### src/rtl/assert_macros.svh
// Assertion macros for the RTL files; vdm_ctrl includes them.
`ifndef ASSERT_MACROS_SVH
`define ASSERT_MACROS_SVH

// Checks a property on every rising clock edge while the block is out of reset.
`define VDM_ASSERT(lbl, prop, msg) \
    lbl: assert property (@(posedge clk) disable iff (!rst_n) prop) \
        else $error(msg);

// Checks that the first condition implies the second in the following cycle.
`define VDM_ASSERT_NEXT(lbl, pre, post, msg) \
    `VDM_ASSERT(lbl, (pre) |=> (post), msg)

`endif

### src/rtl/vdm_pkg.sv
`default_nettype none
package vdm_pkg;

    localparam int QDEPTH = 256;
    localparam logic [15:0] LINK_END = 16'hFFFF;

    localparam logic [2:0] ST_OK      = 3'd0;
    localparam logic [2:0] ST_NOROOM  = 3'd1;
    localparam logic [2:0] ST_DROP    = 3'd2;
    localparam logic [2:0] ST_OVERRUN = 3'd3;
    localparam logic [2:0] ST_EMPTY   = 3'd4;

    localparam logic [1:0] MODE_IDLE  = 2'd0;
    localparam logic [1:0] MODE_BUILD = 2'd1;
    localparam logic [1:0] MODE_DROP  = 2'd2;

    localparam logic [2:0] OP_NONE    = 3'd0;
    localparam logic [2:0] OP_LOAD    = 3'd1;
    localparam logic [2:0] OP_EVAL    = 3'd2;
    localparam logic [2:0] OP_ADD_FIN = 3'd3;
    localparam logic [2:0] OP_RC_STEP = 3'd4;
    localparam logic [2:0] OP_PUSH    = 3'd5;

    typedef struct packed {
        logic        cmd;
        logic [63:0] seg_addr;
        logic [31:0] seg_len;
        logic        seg_writable;
        logic        seg_last;
        logic [8:0]  chain_total;
        logic [31:0] cookie;
        logic [7:0]  used_id;
        logic [31:0] used_len;
        logic [15:0] device_used_idx;
    } req_t;

    typedef struct packed {
        logic [2:0]  status;
        logic [7:0]  desc_index;
        logic        ring_publish;
        logic [7:0]  avail_slot;
        logic [15:0] avail_index_new;
        logic [31:0] cookie_out;
        logic [31:0] used_len_out;
        logic [8:0]  freed_count;
        logic [8:0]  free_count;
    } rsp_t;

    typedef struct packed {
        logic [2:0] op;
    } cmd_t;

    typedef struct packed {
        logic more;
        logic walk_end;
        logic rsp_free;
        logic is_reclaim;
        logic clr_busy;
    } sts_t;

    // Clamps to [2, 256] and rounds down to a power of two.
    function automatic logic [8:0] round_size(input logic [8:0] v);
        logic [8:0] p;
        begin
            p = 9'd2;
            for (int k = 2; k <= 8; k++)
            begin
                if (v >= (9'd1 << k)) p = 9'd1 << k;
            end
            return p;
        end
    endfunction

endpackage
`default_nettype wire

### src/rtl/vdm_ctrl.sv
`default_nettype none
module vdm_ctrl (
    input  wire logic        clk,
    input  wire logic        rst_n,
    input  wire logic        req_valid,
    output logic             req_ready,
    input  wire vdm_pkg::sts_t sts,
    output vdm_pkg::cmd_t    cmd
);
    `include "assert_macros.svh"

    localparam logic [2:0] S_IDLE = 3'd0;
    localparam logic [2:0] S_EVAL = 3'd1;
    localparam logic [2:0] S_ADD  = 3'd2;
    localparam logic [2:0] S_WALK = 3'd3;
    localparam logic [2:0] S_PUSH = 3'd4;

    logic [2:0] state_reg, state_next;

    assign req_ready = (state_reg == S_IDLE) && !sts.clr_busy;

    always_comb
    begin
        state_next = state_reg;
        cmd.op = vdm_pkg::OP_NONE;
        unique case (state_reg)
            S_IDLE:
            begin
                if (req_valid && req_ready)
                begin
                    cmd.op = vdm_pkg::OP_LOAD;
                    state_next = S_EVAL;
                end
            end
            S_EVAL:
            begin
                cmd.op = vdm_pkg::OP_EVAL;
                if (!sts.more) state_next = S_PUSH;
                else if (sts.is_reclaim) state_next = S_WALK;
                else state_next = S_ADD;
            end
            S_ADD:
            begin
                cmd.op = vdm_pkg::OP_ADD_FIN;
                state_next = S_PUSH;
            end
            S_WALK:
            begin
                cmd.op = vdm_pkg::OP_RC_STEP;
                if (sts.walk_end) state_next = S_PUSH;
            end
            S_PUSH:
            begin
                cmd.op = vdm_pkg::OP_PUSH;
                if (sts.rsp_free) state_next = S_IDLE;
            end
            default: state_next = S_IDLE;
        endcase
    end

    always_ff @(posedge clk or negedge rst_n)
    begin
        if (!rst_n) state_reg <= S_IDLE;
        else state_reg <= state_next;
    end

    `VDM_ASSERT_NEXT(a_accept_eval, req_valid && req_ready, state_reg == S_EVAL,
        "accepted request did not enter evaluation")
    `VDM_ASSERT_NEXT(a_add_push, state_reg == S_ADD, state_reg == S_PUSH,
        "add completion did not move to push")
    `VDM_ASSERT_NEXT(a_push_idle, state_reg == S_PUSH && sts.rsp_free,
        state_reg == S_IDLE, "push with free output did not return to idle")

endmodule
`default_nettype wire

### config.mk
export PLATFORM = sky130hd
export DESIGN_NAME = vdm_ctrl
export DESIGN_NICKNAME = d
export VERILOG_FILES = /design/src/rtl/vdm_pkg.sv /design/src/rtl/vdm_ctrl.sv
export VERILOG_INCLUDE_DIRS = /design/src /design/src/rtl
export SDC_FILE = /design/constraint.sdc
export NUM_CORES = 1
export LEC_CHECK = 0
export ABC_AREA = 1
export BUFFER_PORTS_ARGS = -buffer_cell sky130_fd_sc_hd__buf_2
export CAP_MARGIN = 20
export CORE_AREA = 2 2 39 41
export CTS_BUF_LIST = sky130_fd_sc_hd__clkbuf_16
export DETAILED_ROUTE_END_ITERATION = 7
export DIE_AREA = 0 0 41 43
export PLACE_DENSITY = 0.4
export SETUP_SLACK_MARGIN = 0.02
export SLEW_MARGIN = 15
export SYNTH_ARGS = -nofsm -noshare
export SYNTH_HDL_FRONTEND = slang
export SYNTH_SLANG_ARGS = --single-unit
export TNS_END_PERCENT = 5
### constraint.sdc
create_clock -name clk -period 3 [get_ports clk]
set_input_delay 0.15 -clock clk [delete_from_list [all_inputs] [get_ports clk]]
set_output_delay 0.15 -clock clk [all_outputs]
set_load 0.01 [all_outputs]
=== After elaboration in Yosys (flattened, before gate mapping) ===
Cells that the tools add are included.

* Register bits: 3
* Input port bits: 8
* Output and inout bits: 4
* Logic and storage cells: 21

* Equality and inequality tests: 7
* Muxes and demuxes: 8
* Reduce and logical (&&, ||, !) cells: 5

{| class="wikitable"
|+ Operators by type and width
! kind !! number
|-
| case mux 3 bit (5 select lines) || 2
|-
| two-way mux 3 bit || 4
|-
| equality test 3 x 2 -> 1 bit, second input constant || 2
|-
| inequality test 2 bit, second input constant || 2
|-
| equality test 3 x 1 -> 1 bit, second input constant || 1
|-
| equality test 3 bit, second input constant || 1
|-
| zero test 3 bit || 1
|-
| AND reduction 3 bit || 1
|-
| logical AND 1 bit || 2
|-
| two-way mux 1 bit || 2
|-
| inequality test 2 x 1 -> 1 bit, second input constant || 1
|-
| zero test 1 bit || 1
|}

=== Longest topological paths before layout ===
* Depth after elaboration: 5
* Mapped depth: 7
* Depth with buffers taken out: 7

=== Worst setup path before layout ===
OpenSTA, ideal clock, no wires.

* Kind: register to output
* From: register state_reg[1]
* To: output port cmd[0] in the netlist's numbering
* Arrival: 970 ps
* Data required time: 2850 ps
* Setup slack: 1880 ps
* Stages on the path, launching flop included: 6
* Path buffers: 0
* Cell sequence: dfrtp_1 -> nor2_2 -> nand2_1 -> nor2_2 -> nand2_1 -> nand3_1

{| class="wikitable"
|+ RTL lines
! what !! RTL line !! RTL
|-
| start: declaration || vdm_ctrl.sv:18 || <nowiki>logic [2:0] state_reg, state_next;</nowiki>
|-
| start signal: assignment || vdm_ctrl.sv:64 || <nowiki>else state_reg <= state_next;</nowiki>
|-
| end: declaration || vdm_ctrl.sv:8 || <nowiki>output vdm_pkg::cmd_t cmd</nowiki>
|}

==> metrics.txt <==
status=completed; syn avg cell area=6.29 um^2; final setup fails=0; RD Place Congestion=~0.61; register area share after synthesis=0.314; met2 WL=287 um; Syn Std Cell Area=239 um^2; Post-DRT Antenna Nets=0; Synth Area in Compound Gates=0.0995; Die W=a little over 40 um; Port Buffers=11; routed len/inst=8.73 um; Max clock buf depth=2; detailed-route via count=277; Setup Skew=0.00120 ns; num rows=14; Pwr Density=1090 nW/um^2; Inserted Diodes=0; Max Fclk=705 MHz; cts repair resizes=0; top sig layer=met3; static leakage=0.235 nW; CP Launch Type=register; Logic pwr share=0.348; critical-path cell list=nor2_2, nand2_1, nor2_2, nand2_1, nand3_1, buf_2; Yosys reg bits=3; setup_tns=0 ns; largest net degree at the start of global routing=8; cts hold-fix bufs=1; grt ovf=0; Core Region=approximately 1400 um^2; first-pass GRT wire length=1.00 mm; worst-margin pin slew=0.260 ns; sequential share of power=0.181; simple-gate area share of the yosys netlist=0.461; max reg flops=3; main combinational cell family by area after synthesis=simple AND/OR/NAND/NOR gates; Buf+Inv Stages, Crit Path=1; cells after synthesis=38; Slew Viols, Final=0; Nets=63; multiplexer area fraction after synthesis=0; Die Span Y=43 um; Remaining DRCs=0; CTS tree=built; Num CTS Buffers=3; Crit Path Class=register to output pin; slowest CP cell=dfrtp_1; Area Growth Syn to Fin=68.6%; syn_nets=46; Clock Pin Slew Worst Setup and Hold Paths=~0.030 ns; CP peak stage delay=0.42 ns; post-DP HPWL=a little under 500 um; Worst Hold Class=input pin to register; min Tclk post-route=1.42 ns; Clk network pwr share=0.471; wire length on met1=260 um; Critical Path AT=about 1.3 ns; Initial Util=0.173; synth warn=0; Cell Int Power=0.289 mW; post-synth cell types=10; clk sink count=3; final hold viol count=0; Top Ports=12; met3 WL=63 um; RSZ-0062 raised after global routing=no; Root Driver=clkbuf_16; fin crit share=0.473; Adder-Cell Fraction of Synth Area=0; reg-to-reg setup timing slack=1.91 ns; Sw Share=0.342; # fillers=169; number of max-cap violations=0; Worst Path Required=~2.9 ns; final core utilization=0.291; total wire length=roughly 610 um; crit-path max FO=5; post-CTS setup buffer count=0; P_sw=0.151 mW; largest delay contributor family on the critical path=simple AND/OR/NAND/NOR gates; DR pass1 iterations=5; die footprint=1760 um^2; all-layer global routing usage=0.0896; Post-Synth XOR/XNOR Area=0; Setup crit end kind=output pin; vias in the first global route=between 200 and 300; Max-slew headroom=0.827; initial drt markers=5; H-tree Lvls=1; VDD IR-drop max=between 0.0003 and 0.0004 V; vias per cell=3.96; share of layout cells above drive strength 1=0.389; clk_lat worst skew=0.22 ns; antenna violations before repair=0
metrics by stage:
stage                     hold WS (ns)  cell area [um^2]  setup slack (ns)  total power [mW]  instances
after floorplan                 -0.146               239              1.88             0.183         38
after global placement         -0.0493               314              1.82             0.236         65
after detailed placement       -0.0514               314              1.80             0.235         65
after global routing             0.223               403              1.46             0.477         70
after CTS                        0.208               403              1.56             0.448         70
final                            0.204               403              1.58             0.440         70
power by group through the flow:
stage / clock network [mW] / logic (mW) / registers, mW
3_3_place_gp: 0 / 0.155 / 0.0802
5_1_grt: 0.216 / 0.178 / 0.0828
2_1_floorplan: 0 / 0.108 / 0.0754
6_report: 0.207 / 0.153 / 0.0798
3_5_place_dp: 0 / 0.154 / 0.0808
4_1_cts: 0.212 / 0.156 / 0.0801
synth_stat cells (all sizes together):
master	instances	area, um^2
nand3	7	35.0
o21ai	2	10.0
dfrtp	3	75.1
o211ai	1	7.51
o22ai	1	6.26
inv	8	30.0
nor2	4	25.0
nand2	12	50.1
metal layers:
| metal | track usage | vias to the layer above |
|---|---|---|
| met2 | 0.119 | 13 |
| met3 | 0.0471 | 0 |
| met1 | 0.0974 | 113 |
| li1 | - | 151 |
| met4 | 0.0800 | 0 |
| met5 | 0 | - |
cells in the final DEF, fill, tap and decap left out:
master / n
buf_2: 11
clkbuf_16: 3
dfrtp_1: 3
dlygate4sd3_1: 1
inv_1: 8
inv_2: 1
nand2_1: 10
nand2_2: 2
nand3_1: 7
nor2_2: 4
o211ai_1: 1
o21ai_0: 2
o22ai_1: 1
cell type report:
| class | instances | area [um^2] | share of cell area |
|---|---|---|---|
| Clock buffer | 3 | 75.1 | 0.186 |
| Sequential cell | 3 | 75.1 | 0.186 |
| Tap cell | 16 | 20.0 | 0.0497 |
| Timing Repair Buffer | 12 | 65.1 | 0.161 |
| Clock inverter | 1 | 3.75 | 0.00932 |
| Multi-Input combinational cell | 27 | 134 | 0.332 |
| Inverter | 8 | 30.0 | 0.0745 |
worst reg2reg max path: cells and delay by family (launching register included):
family,cells,cell delay [ns]
DFF,1,0.42
buffers and inverters,1,0.05
and+or+nand+nor,5,0.50
path summary, 6_finish.rpt:
check                        startpoint           end  cells past startpoint
max                        state_reg[1]        cmd[0]                      6
min                              sts[3]  state_reg[0]                      4
min reg2reg                state_reg[0]  state_reg[2]                      3
min in group asynchronous         rst_n  state_reg[2]                      2
max reg2reg                state_reg[1]  state_reg[2]                      6
max in group asynchronous         rst_n  state_reg[1]                      2
kinds of logic after synthesis:
| family | after synthesis |
|---|---|
| compound gates | 4 |
| buf+inv | 8 |
| simple gates | 23 |
| flops | 3 |
No activity file was read; power rests on OpenSTA's default activity.
